`config.mk`:
```
export PLATFORM = sky130hd
export DESIGN_NAME = saso_ctrl
export DESIGN_NICKNAME = d
export VERILOG_FILES = /design/src/design/saso_pkg.sv /design/src/design/saso_ctrl.sv
export SDC_FILE = /design/constraint.sdc
export NUM_CORES = 1
export LEC_CHECK = 0
export ABC_AREA = 1
export BUFFER_PORTS_ARGS = -buffer_cell sky130_fd_sc_hd__buf_2
export CAP_MARGIN = 20
export CORE_AREA = 2 2 39 41
export DETAILED_ROUTE_END_ITERATION = 10
export DIE_AREA = 0 0 41 43
export MAX_ROUTING_LAYER = met4
export PLACE_DENSITY_LB_ADDON = 0.12
export SYNTH_ARGS = -nofsm -noshare
export SYNTH_HDL_FRONTEND = slang
export SYNTH_SLANG_ARGS = --single-unit
```
`constraint.sdc`:
```
create_clock -name clock -period 1.4 [get_ports clock]
set_clock_uncertainty 0.05 [all_clocks]
set_input_delay 0.14 -clock clock [delete_from_list [all_inputs] [get_ports clock]]
set_output_delay 0.14 -clock clock [all_outputs]
set_load 0.01 [all_outputs]
```
`src/design/saso_pkg.sv`:
```
package saso_pkg;

   localparam int SLOT_W    = 12;
   localparam int GRAD_W    = 32;
   localparam int WEIGHT_W  = 48;
   localparam int SCALE_W   = 39;
   localparam int CFG_W     = 32;
   localparam int CSR_IDX_W = 2;
   localparam int MAG_W     = 31;
   localparam int STEP_W    = 41;
   localparam int RAM_W     = 1 + SCALE_W + WEIGHT_W;
   localparam int WSUM_W    = WEIGHT_W + 2;

   localparam int ENTRIES_DEF = 4096;

   // shared multiplier: 21 x 32 partial products into a 72 bit accumulator
   localparam int MUL_A_W  = 21;
   localparam int MUL_B_W  = 32;
   localparam int PROD_W   = MUL_A_W + MUL_B_W;
   localparam int ACC_W    = 72;
   localparam int SH_W     = 5;
   localparam int SC_SPLIT = 20;
   localparam int ST_SPLIT = 21;

   localparam int FACTOR_SH = 28;
   localparam int RATE_SH   = 30;
   localparam int GRAD_SH   = 24;

   localparam logic [SCALE_W-1:0] ONE_Q832  = 39'd4294967296;
   localparam logic [SCALE_W-1:0] SCALE_MAX = 39'd429496729600;
   localparam logic [SCALE_W-1:0] SCALE_MIN = 39'd43;

   localparam logic signed [GRAD_W-1:0] GRAD_LIM     = 32'sd1677721600;
   localparam logic signed [GRAD_W-1:0] GRAD_NEG_LIM = -32'sd1677721600;

   localparam logic [CFG_W-1:0] RATE_RST   = 32'd1073742;
   localparam logic [CFG_W-1:0] GROW_RST   = 32'd322122547;
   localparam logic [CFG_W-1:0] SHRINK_RST = 32'd134217728;

   typedef enum logic [CSR_IDX_W-1:0] {
      CSR_STEP_RATE   = 2'd0,
      CSR_GROW_FACTOR = 2'd1,
      CSR_SHRINK_FACT = 2'd2
   } csr_reg_type;

   typedef enum logic [4:0] {
      ST_CLEAR,
      ST_IDLE,
      ST_ADDR,
      ST_READ,
      ST_SC0,
      ST_SC1,
      ST_SC2,
      ST_SC3,
      ST_ST0,
      ST_ST1,
      ST_ST2,
      ST_ST3,
      ST_DL0,
      ST_DL1,
      ST_DL2,
      ST_DL3,
      ST_WB
   } state_type;

   typedef enum logic [2:0] {
      MS_SCALE_LO,
      MS_SCALE_HI,
      MS_STEP_LO,
      MS_STEP_HI,
      MS_DELTA_LO,
      MS_DELTA_HI
   } mul_sel_type;

   typedef struct packed {
      logic        clr_wr;
      logic        cap_req;
      logic        rd_en;
      logic        cap_entry;
      logic        mul_en;
      mul_sel_type mul_sel;
      logic        acc_load;
      logic        acc_add;
      logic        upd_scale;
      logic        upd_step;
      logic        upd_weight;
      logic        ram_wr;
      logic        out_load;
   } ctrl_cmd_type;

   typedef struct packed {
      logic load_mode;
      logic grad_zero;
      logic clear_last;
   } dp_status_type;

endpackage

```
`src/design/saso_ctrl.sv`:
```
module saso_ctrl (
   input  logic                    clock,
   input  logic                    reset,
   input  logic                    req_valid,
   output logic                    req_stall,
   output logic                    rsp_valid,
   input  logic                    rsp_stall,
   input  saso_pkg::dp_status_type status,
   output saso_pkg::ctrl_cmd_type  cmd
);

   saso_pkg::state_type state_ff, state_in;
   logic                rsp_valid_ff, rsp_valid_in;

   always_ff @(posedge clock) begin
      if (reset) begin
         state_ff     <= saso_pkg::ST_CLEAR;
         rsp_valid_ff <= 1'b0;
      end else begin
         state_ff     <= state_in;
         rsp_valid_ff <= rsp_valid_in;
      end
   end

   always_comb begin
      state_in = state_ff;
      cmd      = '0;
      case (state_ff)
         saso_pkg::ST_CLEAR: begin
            cmd.clr_wr = 1'b1;
            if (status.clear_last) begin
               state_in = saso_pkg::ST_IDLE;
            end
         end
         saso_pkg::ST_IDLE: begin
            if (req_valid) begin
               cmd.cap_req = 1'b1;
               state_in    = saso_pkg::ST_ADDR;
            end
         end
         saso_pkg::ST_ADDR: begin
            cmd.rd_en = 1'b1;
            state_in  = status.load_mode ? saso_pkg::ST_WB : saso_pkg::ST_READ;
         end
         saso_pkg::ST_READ: begin
            cmd.cap_entry = 1'b1;
            state_in      = status.grad_zero ? saso_pkg::ST_WB : saso_pkg::ST_SC0;
         end
         // scale times factor
         saso_pkg::ST_SC0: begin
            cmd.mul_en  = 1'b1;
            cmd.mul_sel = saso_pkg::MS_SCALE_LO;
            state_in    = saso_pkg::ST_SC1;
         end
         saso_pkg::ST_SC1: begin
            cmd.mul_en   = 1'b1;
            cmd.mul_sel  = saso_pkg::MS_SCALE_HI;
            cmd.acc_load = 1'b1;
            state_in     = saso_pkg::ST_SC2;
         end
         saso_pkg::ST_SC2: begin
            cmd.acc_add = 1'b1;
            state_in    = saso_pkg::ST_SC3;
         end
         saso_pkg::ST_SC3: begin
            cmd.upd_scale = 1'b1;
            state_in      = saso_pkg::ST_ST0;
         end
         // step rate times scale
         saso_pkg::ST_ST0: begin
            cmd.mul_en  = 1'b1;
            cmd.mul_sel = saso_pkg::MS_STEP_LO;
            state_in    = saso_pkg::ST_ST1;
         end
         saso_pkg::ST_ST1: begin
            cmd.mul_en   = 1'b1;
            cmd.mul_sel  = saso_pkg::MS_STEP_HI;
            cmd.acc_load = 1'b1;
            state_in     = saso_pkg::ST_ST2;
         end
         saso_pkg::ST_ST2: begin
            cmd.acc_add = 1'b1;
            state_in    = saso_pkg::ST_ST3;
         end
         saso_pkg::ST_ST3: begin
            cmd.upd_step = 1'b1;
            state_in     = saso_pkg::ST_DL0;
         end
         // step times gradient magnitude
         saso_pkg::ST_DL0: begin
            cmd.mul_en  = 1'b1;
            cmd.mul_sel = saso_pkg::MS_DELTA_LO;
            state_in    = saso_pkg::ST_DL1;
         end
         saso_pkg::ST_DL1: begin
            cmd.mul_en   = 1'b1;
            cmd.mul_sel  = saso_pkg::MS_DELTA_HI;
            cmd.acc_load = 1'b1;
            state_in     = saso_pkg::ST_DL2;
         end
         saso_pkg::ST_DL2: begin
            cmd.acc_add = 1'b1;
            state_in    = saso_pkg::ST_DL3;
         end
         saso_pkg::ST_DL3: begin
            cmd.upd_weight = 1'b1;
            state_in       = saso_pkg::ST_WB;
         end
         saso_pkg::ST_WB: begin
            cmd.ram_wr = 1'b1;
            if (!rsp_valid_ff || !rsp_stall) begin
               cmd.out_load = 1'b1;
               state_in     = saso_pkg::ST_IDLE;
            end
         end
         default: begin
            state_in = saso_pkg::ST_CLEAR;
         end
      endcase
   end

   always_comb begin
      if (cmd.out_load) begin
         rsp_valid_in = 1'b1;
      end else if (!rsp_stall) begin
         rsp_valid_in = 1'b0;
      end else begin
         rsp_valid_in = rsp_valid_ff;
      end
   end

   assign req_stall = (state_ff != saso_pkg::ST_IDLE);
   assign rsp_valid = rsp_valid_ff;

endmodule

```
==> metrics.txt <==
most common flop cell mapped by yosys dfxtp_1; WP data arrival 1.20 ns; fmax 0.718 GHz; clk slew on worst S/H paths 0.05 ns; DRT Pass-1 Iters 4; Area contributors post-synth dfxtp_1, nand2_1, nor2_1; Post-synth ARST share 0%; core footprint around 1400 µm²; CTS H-tree lvls 1; top-count cell post-synth nand2_1; mean routed wirelength per cell 9.73 µm; crit path max fanout 6; die height 43 µm; Worst IR Drop VDD 0.390 mV; final setup violation count 0; Remaining Overflow, GRT 0; first-pass GRT wire length 2040 µm; Sequential Area around 130 µm²; Gate Count Post-Synth 88; Startpoint Class flop; share of layout cells above drive strength 1 52.1%; Netlist Area Pre-Place roughly 520 µm²; hold_buf cts 0; CTS Sinks 6; # fillers 153; Max-slew headroom 83.8%; mean post-synth cell area 5.86 µm²; footprint of the multi-input gates 358 µm²; EDFF count, synth 0; chip width between 40 and 50 µm; Detailed Route WL 1290 µm; fin crit share 99.4%; Worst-Skew Late Latency 0.25 ns; TritonCTS clock tree done; fin cells 133; Post-DRT Antenna Nets 0; Clock Path Buffers 2; hold depth 2; Total GRT Usage 17.2%; Yosys warnings 0; pin count of the biggest net entering global routing 10; Post-Syn Nets 95; PD cells about 900 nW/µm²; Yosys reg bits 6; post-placement cell count between 100 and 150; Port Buffers 23; Root Driver clkbuf_4; DRC Markers 0; vias in the first global route 494; n_diodes 0; crit path time final 1.39 ns; I/O pin count 24; Crit path required time 1.21 ns; Die ar. 1760 µm²; Yosys top cell by area dfxtp_1; reg2reg path depth 6; starting density of the core between 30 and 40%; gp weighted congestion between 0.8 and 0.9; Tightest Hold Check Type input pin to flop; Synth top area share 23.3%; top post-synthesis cells by count nand2_1, nor2_1, inv_1; Lkg Pwr 0.417 nW; detailed placement HPWL 957 µm; initial antenna violation count 0; status finished clean; Fin Hold WS 0.0845 ns; sequential-to-total area share from yosys stat 23.3%; Setup crit end kind primary output; total CTS buffers 3; Max Cap Viol 0; Slew Viols, Final 0; row count 14; via/cell ratio 4.67; Setup CP Type flop to primary output; NumNets Final 126; via count 621; actual slew at the worst max-slew pin 0.242 ns; Synth cell types 16; initial DRC count 19; Layout Area Growth over Synthesis 44.4%; RSZ-0062 raised after global routing yes; Hold Violations, Final 0
## kinds of logic after synthesis
group           synth area share, %
compound gates                 4.85
simple gates                   56.5
buf+inv                        15.3
flops                          23.3
## sequential cells by signal (all words and copies together) (netlist names)
name / count
rsp_valid: 1
state_ff: 5
## path summary, 6_finish.rpt
kind	slack, ns	startpoint	end
hold / removal	0.08	reset	state_ff[1]
hold reg to reg	0.47	rsp_valid	rsp_valid
setup / recovery	0.008	state_ff[3]	cmd[0]
setup reg to reg	0.17	state_ff[3]	state_ff[0]
## routing by layer
layer	share of wire, %	vias to the layer above	routed length (µm)	global-route usage, %
met5	0	-	0	-
met2	49	24	628	23.4
met4	0.62	0	8	8.00
met1	43	265	557	23.9
li1	-	330	-	-
met3	7.7	2	100	3.14
## metrics by stage
stage / setup WS, ns / instance area, µm² / utilization (%) / setup TNS (ns) / power (W)
after floorplan: 0.271 / 515 / - / 0 / 0.000397
after global placement: 0.115 / 632 / 45.7 / 0 / 0.000458
after detailed placement: 0.126 / 632 / 45.7 / 0 / 0.000457
after CTS: 0.000154 / 677 / 48.9 / 0 / 0.000646
after global routing: -0.0694 / 744 / 53.8 / -0.482 / 0.000732
final: 0.00795 / 744 / 53.8 / 0 / 0.000672
## where the power goes
part           switching, W  total [W]  internal, W
Sequential        0.0000280   0.000216     0.000188
Combinational      0.000171   0.000290     0.000118
Clock             0.0000691   0.000167    0.0000975
## worst max-delay path, stage by stage, from the launching register on
cell,delay [ns]
dfxtp_4,0.36
nor2_4,0.23
nand3_4,0.12
a21oi_2,0.11
buf_2,0.13
## placed cells by master (no fill, tap or decap)
master,instances
nor3_2,1
o21ai_1,1
inv_1,10
nor2_1,14
nand2_2,6
clkbuf_4,3
dfxtp_4,2
nand2_1,16
a21oi_2,1
nor2_4,4
nand4_1,2
nor3_1,2
nand3_4,2
inv_2,6
nand3_1,7
dfxtp_1,1
dfxtp_2,3
nor2_2,5
a21oi_1,3
buf_2,23
buf_4,5
## final cells by class
| type | count | area share, % |
|---|---|---|
| Timing Repair Buffer | 28 | 20.5 |
| Inverter | 16 | 8.07 |
| Sequential cell | 6 | 17.6 |
| Tap cell | 16 | 2.69 |
| Clock buffer | 3 | 3.03 |
| Multi-Input combinational cell | 64 | 48.1 |
## repair_timing
item | CTS | global route
pin swaps | 2 | 3
endpoints found under the setup margin | 10 | 8
buffers inserted | 2 | 3
resized for setup | 5 | 12
No activity file was read; power rests on OpenSTA's default activity.
